## config.mk

```make
export PLATFORM = sky130hd
export DESIGN_NAME = sorted_priority_queue_flat
export DESIGN_NICKNAME = d
export VERILOG_FILES = /design/src/sv/spq_pkg.sv /design/src/sv/spq_if.sv /design/src/sv/spq_cell.sv /design/src/sv/sorted_priority_queue.sv /design/src/flat_wrapper.sv
export SDC_FILE = /design/constraint.sdc
export NUM_CORES = 2
export LEC_CHECK = 0
export CORE_ASPECT_RATIO = 1.75
export CORE_MARGIN = 8
export CORE_UTILIZATION = 35
export CTS_CLUSTER_SIZE = 30
export DETAILED_ROUTE_END_ITERATION = 7
export DONT_BUFFER_PORTS = 1
export PLACE_DENSITY = 0.51
export SYNTH_ARGS = -nofsm -noshare
export SYNTH_HDL_FRONTEND = slang
export SYNTH_SLANG_ARGS = --single-unit
export TNS_END_PERCENT = 1
```

## constraint.sdc

```tcl
create_clock -name clk -period 12.6 [get_ports clk]
set_input_delay 0.63 -clock clk [delete_from_list [all_inputs] [get_ports clk]]
set_output_delay 0.63 -clock clk [all_outputs]
set_load 0.05 [all_outputs]
```

## src/sv/spq_pkg.sv

```systemverilog
`timescale 1ns / 1ps
// Shared types and constants for the sorted priority queue.
package spq_pkg;

  localparam int VALUE_W = 32;
  localparam int COUNT_FIELD_W = 5;

  localparam logic signed [VALUE_W-1:0] EMPTY_VALUE = -32'sd1;

  typedef enum logic [1:0] {
    FUNC_INSERT = 2'd0,
    FUNC_REMOVE = 2'd1,
    FUNC_PEEK   = 2'd2
  } func_t;

  typedef enum logic [1:0] {
    ST_OK    = 2'd0,
    ST_EMPTY = 2'd1,
    ST_FULL  = 2'd2
  } status_t;

  typedef enum logic [1:0] {
    OP_HOLD,
    OP_INSERT,
    OP_SHIFT_OUT
  } cell_op_t;

  typedef struct packed {
    cell_op_t                  op;
    logic signed [VALUE_W-1:0] value;
  } cell_ctrl_t;

endpackage

```

## src/sv/spq_if.sv

```systemverilog
`timescale 1ns / 1ps
// Valid/ready channel interfaces for the request and response beats.
interface spq_req_if;
  logic                                  valid;
  logic                                  ready;
  logic [1:0]                            func;
  logic signed [spq_pkg::VALUE_W-1:0]    value;

  modport source (output valid, output func, output value, input ready);
  modport sink (input valid, input func, input value, output ready);
endinterface

interface spq_rsp_if;
  logic                                  valid;
  logic                                  ready;
  logic signed [spq_pkg::VALUE_W-1:0]    result_value;
  logic [1:0]                            status;
  logic                                  is_empty;
  logic [spq_pkg::COUNT_FIELD_W-1:0]     entry_count;

  modport source (output valid, output result_value, output status, output is_empty,
                  output entry_count, input ready);
  modport sink (input valid, input result_value, input status, input is_empty,
                input entry_count, output ready);
endinterface

```

## src/sv/spq_cell.sv

```systemverilog
`timescale 1ns / 1ps
// One slot of the sorted chain: holds an entry and shifts with its neighbors.
module spq_cell (
  input  logic                                clk,
  input  logic                                rst,
  input  spq_pkg::cell_ctrl_t                 ctrl,
  input  logic signed [spq_pkg::VALUE_W-1:0]  left_data,
  input  logic                                left_valid,
  input  logic                                left_keep,
  input  logic signed [spq_pkg::VALUE_W-1:0]  right_data,
  input  logic                                right_valid,
  output logic signed [spq_pkg::VALUE_W-1:0]  data,
  output logic                                valid,
  output logic                                keep
);

  logic signed [spq_pkg::VALUE_W-1:0] data_next;
  logic                               valid_next;

  // An entry stays put when it is less than or equal to the new value, so
  // equal values keep their arrival order.
  assign keep = valid && (data <= ctrl.value);

  always_comb begin
    data_next  = data;
    valid_next = valid;
    case (ctrl.op)
      spq_pkg::OP_INSERT: begin
        valid_next = valid | left_valid;
        if (!keep) begin
          data_next = left_keep ? ctrl.value : left_data;
        end
      end
      spq_pkg::OP_SHIFT_OUT: begin
        data_next  = right_data;
        valid_next = right_valid;
      end
      default: begin
        data_next  = data;
        valid_next = valid;
      end
    endcase
  end

  always_ff @(posedge clk) begin
    data <= data_next;
    if (rst) begin
      valid <= 1'b0;
    end else begin
      valid <= valid_next;
    end
  end

endmodule

```

## src/sv/sorted_priority_queue.sv

```systemverilog
`timescale 1ns / 1ps
// Top level of the sorted min-priority queue built from a chain of cells.
//
//   channel | dir | beat contents
//   --------+-----+------------------------------------------------
//   req     | in  | func, value
//   rsp     | out | result_value, status, is_empty, entry_count
//
// In each request beat every cell compares and shifts in parallel,
// so a new request is taken every cycle while the response register is free.
// The response is registered and appears in the cycle after the request is taken.
// A stalled response holds req.ready low until it is taken.
// Reset (synchronous) empties the queue and drops any pending response.
module sorted_priority_queue #(
  parameter int CAPACITY = 16
) (
  input  logic           clk,
  input  logic           rst,
  spq_req_if.sink        req,
  spq_rsp_if.source      rsp
);

  localparam int CNT_W = $clog2(CAPACITY + 1);

  logic [CNT_W-1:0] count;
  logic [CNT_W-1:0] count_next;
  logic             accept;
  logic             full;
  logic             empty;

  spq_pkg::cell_ctrl_t ctrl;

  logic signed [spq_pkg::VALUE_W-1:0] cell_data [CAPACITY];
  logic                               cell_valid [CAPACITY];
  logic                               cell_keep [CAPACITY];

  logic                               rsp_valid;
  logic signed [spq_pkg::VALUE_W-1:0] rsp_value;
  logic                               rsp_empty;
  logic [spq_pkg::COUNT_FIELD_W-1:0]  rsp_count;
  spq_pkg::status_t                   rsp_status;
  logic signed [spq_pkg::VALUE_W-1:0] rsp_value_next;
  spq_pkg::status_t                   rsp_status_next;

  assign full   = (count == CNT_W'(CAPACITY));
  assign empty  = (count == '0);
  assign req.ready = !rsp_valid || rsp.ready;
  assign accept = req.valid && req.ready;

  always_comb begin
    ctrl.op         = spq_pkg::OP_HOLD;
    ctrl.value      = req.value;
    count_next      = count;
    rsp_value_next  = '0;
    rsp_status_next = spq_pkg::ST_OK;
    unique case (req.func)
      spq_pkg::FUNC_INSERT: begin
        if (full) begin
          rsp_status_next = spq_pkg::ST_FULL;
        end else begin
          ctrl.op    = accept ? spq_pkg::OP_INSERT : spq_pkg::OP_HOLD;
          count_next = count + 1'b1;
        end
      end
      spq_pkg::FUNC_REMOVE, spq_pkg::FUNC_PEEK: begin
        if (empty) begin
          rsp_value_next  = spq_pkg::EMPTY_VALUE;
          rsp_status_next = spq_pkg::ST_EMPTY;
        end else begin
          rsp_value_next = cell_data[0];
          if (req.func == spq_pkg::FUNC_REMOVE) begin
            ctrl.op    = accept ? spq_pkg::OP_SHIFT_OUT : spq_pkg::OP_HOLD;
            count_next = count - 1'b1;
          end
        end
      end
      default: begin
        rsp_value_next  = '0;
        rsp_status_next = spq_pkg::ST_OK;
      end
    endcase
  end

  // Cell zero sees a left neighbor that always stays in place, so it takes the
  // new value when its own entry moves right; the last cell sees an empty
  // right neighbor.
  for (genvar i = 0; i < CAPACITY; i++) begin : g_cell
    logic signed [spq_pkg::VALUE_W-1:0] l_data;
    logic                               l_valid;
    logic                               l_keep;
    logic signed [spq_pkg::VALUE_W-1:0] r_data;
    logic                               r_valid;

    if (i == 0) begin : g_first
      assign l_data  = '0;
      assign l_valid = 1'b1;
      assign l_keep  = 1'b1;
    end else begin : g_mid_left
      assign l_data  = cell_data[i-1];
      assign l_valid = cell_valid[i-1];
      assign l_keep  = cell_keep[i-1];
    end

    if (i == CAPACITY - 1) begin : g_last
      assign r_data  = '0;
      assign r_valid = 1'b0;
    end else begin : g_mid_right
      assign r_data  = cell_data[i+1];
      assign r_valid = cell_valid[i+1];
    end

    spq_cell u_cell (
      .clk        (clk),
      .rst        (rst),
      .ctrl       (ctrl),
      .left_data  (l_data),
      .left_valid (l_valid),
      .left_keep  (l_keep),
      .right_data (r_data),
      .right_valid(r_valid),
      .data       (cell_data[i]),
      .valid      (cell_valid[i]),
      .keep       (cell_keep[i])
    );
  end

  always_ff @(posedge clk) begin
    if (rst) begin
      count     <= '0;
      rsp_valid <= 1'b0;
    end else begin
      if (accept) begin
        count     <= count_next;
        rsp_valid <= 1'b1;
      end else if (rsp.ready) begin
        rsp_valid <= 1'b0;
      end
    end
    if (accept) begin
      rsp_value  <= rsp_value_next;
      rsp_status <= rsp_status_next;
      rsp_empty  <= (count_next == '0);
      rsp_count  <= spq_pkg::COUNT_FIELD_W'(count_next);
    end
  end

  assign rsp.valid        = rsp_valid;
  assign rsp.result_value = rsp_value;
  assign rsp.status       = rsp_status;
  assign rsp.is_empty     = rsp_empty;
  assign rsp.entry_count  = rsp_count;

endmodule

```

## src/flat_wrapper.sv

```systemverilog
// flat-port wrapper written by rule: the top's interface ports become plain ports
module sorted_priority_queue_flat 
#(
  parameter int CAPACITY = 16
)
  (clk, rst, req_valid, req_func, req_value, req_ready, rsp_valid, rsp_result_value, rsp_status, rsp_is_empty, rsp_entry_count, rsp_ready);
  spq_req_if req_i ();
  spq_rsp_if rsp_i ();
  input  logic clk;
  input  logic rst;
  input wire logic [$bits(req_i.valid)-1:0] req_valid;
  input wire logic [$bits(req_i.func)-1:0] req_func;
  input wire logic [$bits(req_i.value)-1:0] req_value;
  output wire logic [$bits(req_i.ready)-1:0] req_ready;
  output wire logic [$bits(rsp_i.valid)-1:0] rsp_valid;
  output wire logic [$bits(rsp_i.result_value)-1:0] rsp_result_value;
  output wire logic [$bits(rsp_i.status)-1:0] rsp_status;
  output wire logic [$bits(rsp_i.is_empty)-1:0] rsp_is_empty;
  output wire logic [$bits(rsp_i.entry_count)-1:0] rsp_entry_count;
  input wire logic [$bits(rsp_i.ready)-1:0] rsp_ready;
  assign req_i.valid = req_valid;
  assign req_i.func = req_func;
  assign req_i.value = req_value;
  assign req_ready = req_i.ready;
  assign rsp_valid = rsp_i.valid;
  assign rsp_result_value = rsp_i.result_value;
  assign rsp_status = rsp_i.status;
  assign rsp_is_empty = rsp_i.is_empty;
  assign rsp_entry_count = rsp_i.entry_count;
  assign rsp_i.ready = rsp_ready;
  sorted_priority_queue #(.CAPACITY(CAPACITY)) u_core (.clk(clk), .rst(rst), .req(req_i), .rsp(rsp_i));
endmodule
```

==> impl_metrics.ini <==
[yosys]
async_flop_share = 0
synthTopCellsByCount = edfxtp_1 (552), ha_1 (519), a221o_1 (353), nor3b_1 (349), a21oi_1 (210)
yosysTopAreaCell = edfxtp_1
synth_edf_count = 552
ys_seq_area_frac = 0.427
ys_seq_elements = 574
synth_cells = 3546
synth_area_leaders = edfxtp_1 (42%), ha_1 (16%), a221o_1 (8.9%)
syn-num-nets = 4103
yosys_warnings = 0
synth_cell_types = 65
yosysTopAreaCellShare = 0.416
syn_area_mm2 = 0.0399
synth_flop_cell = edfxtp_1
syn_avg_cell_area_um2 = 11.2
synth_most_common_cell = edfxtp_1

[power_and_ir_drop]
irDropWorstVdd_uv = 101
p_sw_uw = 1410
swShare = 0.288
p_total_uw = 4880
p_int_uw = 3470
pwr-share-seq = 0.472
power_leakage_uw = 0.0169
power_frac_comb = 0.136
cellPowerDensity_mw_per_mm2 = 112
clock_power_share = 0.392

[grt]
grtUsageTotal = 0.245
use_met3 = 0.0361
antenna_found_initial = 4
grt_max_degree = 179
grt_overflow = 0
grt.met2_usage = 0.433
grt_pass1_vias = 30724
grt_pass1_wl_um = 226000
grt-busiest-layer = met2
grt_util_met1 = 0.278

[worst_setup_path]
path_depth = 10
start_kind = register
worstPathRequired_ns = 13.03
crit_top_cell = buf_4
critPathMaxStageDelay_ns = 0.76
crit_family = buffers and inverters
path_cells = nand2b_1 -> nand2_1 -> or3_1 -> inv_1 -> ha_4 -> buf_4 -> buf_4 -> buf_4 -> nor2_1 -> a221o_1
crit_buf_inv = 4
endpoint_kind = register
worstPathArrival_ns = 6.01
path_class = reg -> reg
reg2regPathDepth = 10
slowest_stage = buf_4
worst-path-max-fanout = 79

[floorplanning]
coreArea_mm2 = 0.113
rows = 164
die_y_um = 462
dieArea_mm2 = 0.125
start_util = 0.351
pin_count = 80
fp.dieW_um = 271

[placed_design]
gp_congestion = 0.950
dp_hpwl_um = 116000
port_buffers = 0

[sta]
setup_viol = 0
slew_viol_final = 0
tns_ns = 0
fmax_mhz = 179
period_needed_ns = 5.59
fin_skew_ns = 0.0313
hold_violations = 0
min_period_over_period = 0.444
worst_pin_slew_ns = 1.36
maxSlewHeadroom = 0.0923
rsz0062_at_grt = false

[status]
violations = design-rule violations
status = finished with violations

[clock_tree]
cts_resized = 0
clock_sinks = 574
clk_path_buf_depth = 3
clk_pin_slew_worst_paths_ns = 0.06
cts_tree = done
cts_made_buffers = 61
clock_latency_ns = 0.69
cts.htree.levels = 2
cts-root-buf = clkbuf_16

[min_path]
hp-class = in -> reg
hold_depth = 2

[drt]
drt_iter0_drc = 2987
totalWireLength_um = 160000
firstDrtPassIters = 7
routed_via_density = 6.38
dr_total_vias = 31786
wl_per_cell_um = 32.2
drcViolationCount = 2
ant_nets = 0

[finish]
area_growth_pct = 9.31
finish.utilization = 0.384
nNetsFinal = 3992
n_fill_cell = 11081
drive_gt1_frac = 0.0769

[flow_run]
maxCapViolCount = 0
==> final cells by class <==
| class | count | area (um2) | share of cell area |
|---|---|---|---|
| Multi-Input combinational cell | 2623 | 21700 | 0.499 |
| Sequential cell | 574 | 17000 | 0.391 |
| Tap cell | 1494 | 1870 | 0.0429 |
| Clock buffer | 73 | 1610 | 0.0370 |
| Timing Repair Buffer | 78 | 601 | 0.0138 |
| Clock inverter | 39 | 370 | 0.00850 |
| Inverter | 97 | 364 | 0.00836 |
| Antenna cell | 2 | 5.00 | 0.000115 |
==> layer usage <==
layer  wire length [um]  vias to the layer above
met1              59500                    16120
met5                 21                        -
met4              10800                        4
met2              80900                     1198
li1                   -                    14107
met3               9060                      357
==> logic make-up after synthesis <==
family          count (synthesis)  share of synthesized area
buf+inv                       349                     0.0346
fa+ha+maj                     519                      0.163
simple gates                  974                      0.145
compound gates                969                      0.188
mux                           161                     0.0424
flops                         574                      0.427
==> stage by stage <==
| step | std cells | setup slack (ns) | hold WS, ns | area (um2) |
|---|---|---|---|---|
| global placement | 4864 | 6.47 | 0.500 | 41600 |
| detailed placement | 4865 | 7.01 | 0.495 | 41600 |
| global route | 4979 | 6.68 | 0.0778 | 43600 |
| finish | 4980 | 7.01 | 0.0883 | 43600 |
| CTS | 4978 | 7.14 | 0.0506 | 43600 |
| floorplan | 3546 | 6.84 | 0.462 | 39900 |
==> state kept, by name, summed over array words and instances, names as in the netlist <==
signal	cells
u_core.g_cell.u_cell.valid	16
u_core.count	5
u_core.g_cell.u_cell.data	512
u_core.rsp.is_empty	1
u_core.rsp.status	2
u_core.rsp.result_value	32
u_core.rsp.entry_count	5
u_core.rsp.valid	1
==> layout by cell type, fill, tap and decap left out, drive strengths merged, types with 17 or more instances in the layout <==
cell,synthesis,routed
a21o,106,106
a21oi,210,210
a221o,353,353
a22oi,33,33
and4b,32,32
buf,71,77
clkbuf,181,73
clkinv,1,28
dfxtp,22,22
edfxtp,552,552
ha,519,519
inv,96,97
mux2,62,62
mux2i,99,99
nand2,182,182
nand3,38,38
nand4,106,106
nor2,147,147
nor2b,26,26
nor3,39,39
nor3b,349,349
nor4,17,17
o21a,37,37
o21ai,103,103
==> worst paths after layout <==
kind	start	slack (ns)	endpoint
worst max-delay path	u_core.rsp.valid	7.01	u_core.g_cell[10].u_cell.data[4]
worst min-delay path	req_valid	0.09	u_core.rsp.valid
worst max register to register	u_core.rsp.valid	7.01	u_core.g_cell[10].u_cell.data[4]
worst min register to register	u_core.g_cell[15].u_cell.valid	0.51	u_core.g_cell[14].u_cell.valid
==> power groups by stage <==
stage	Clock [uW]	Sequential, uW	Combinational [uW]
2_1_floorplan	0	2300	429
3_3_place_gp	0	2350	645
3_5_place_dp	0	2350	654
4_1_cts	1960	2300	658
5_1_grt	2010	2310	724
6_report	1910	2310	661
==> what timing repair did <==
| item | in CTS | in global routing |
|---|---|---|
| endpoints found under the hold margin | 22 | 0 |
| setup endpoints to repair | 0 | 0 |
| hold buffers | 1 | 0 |
| setup buffers | 0 | 0 |
(Power assumes the default switching activity.)
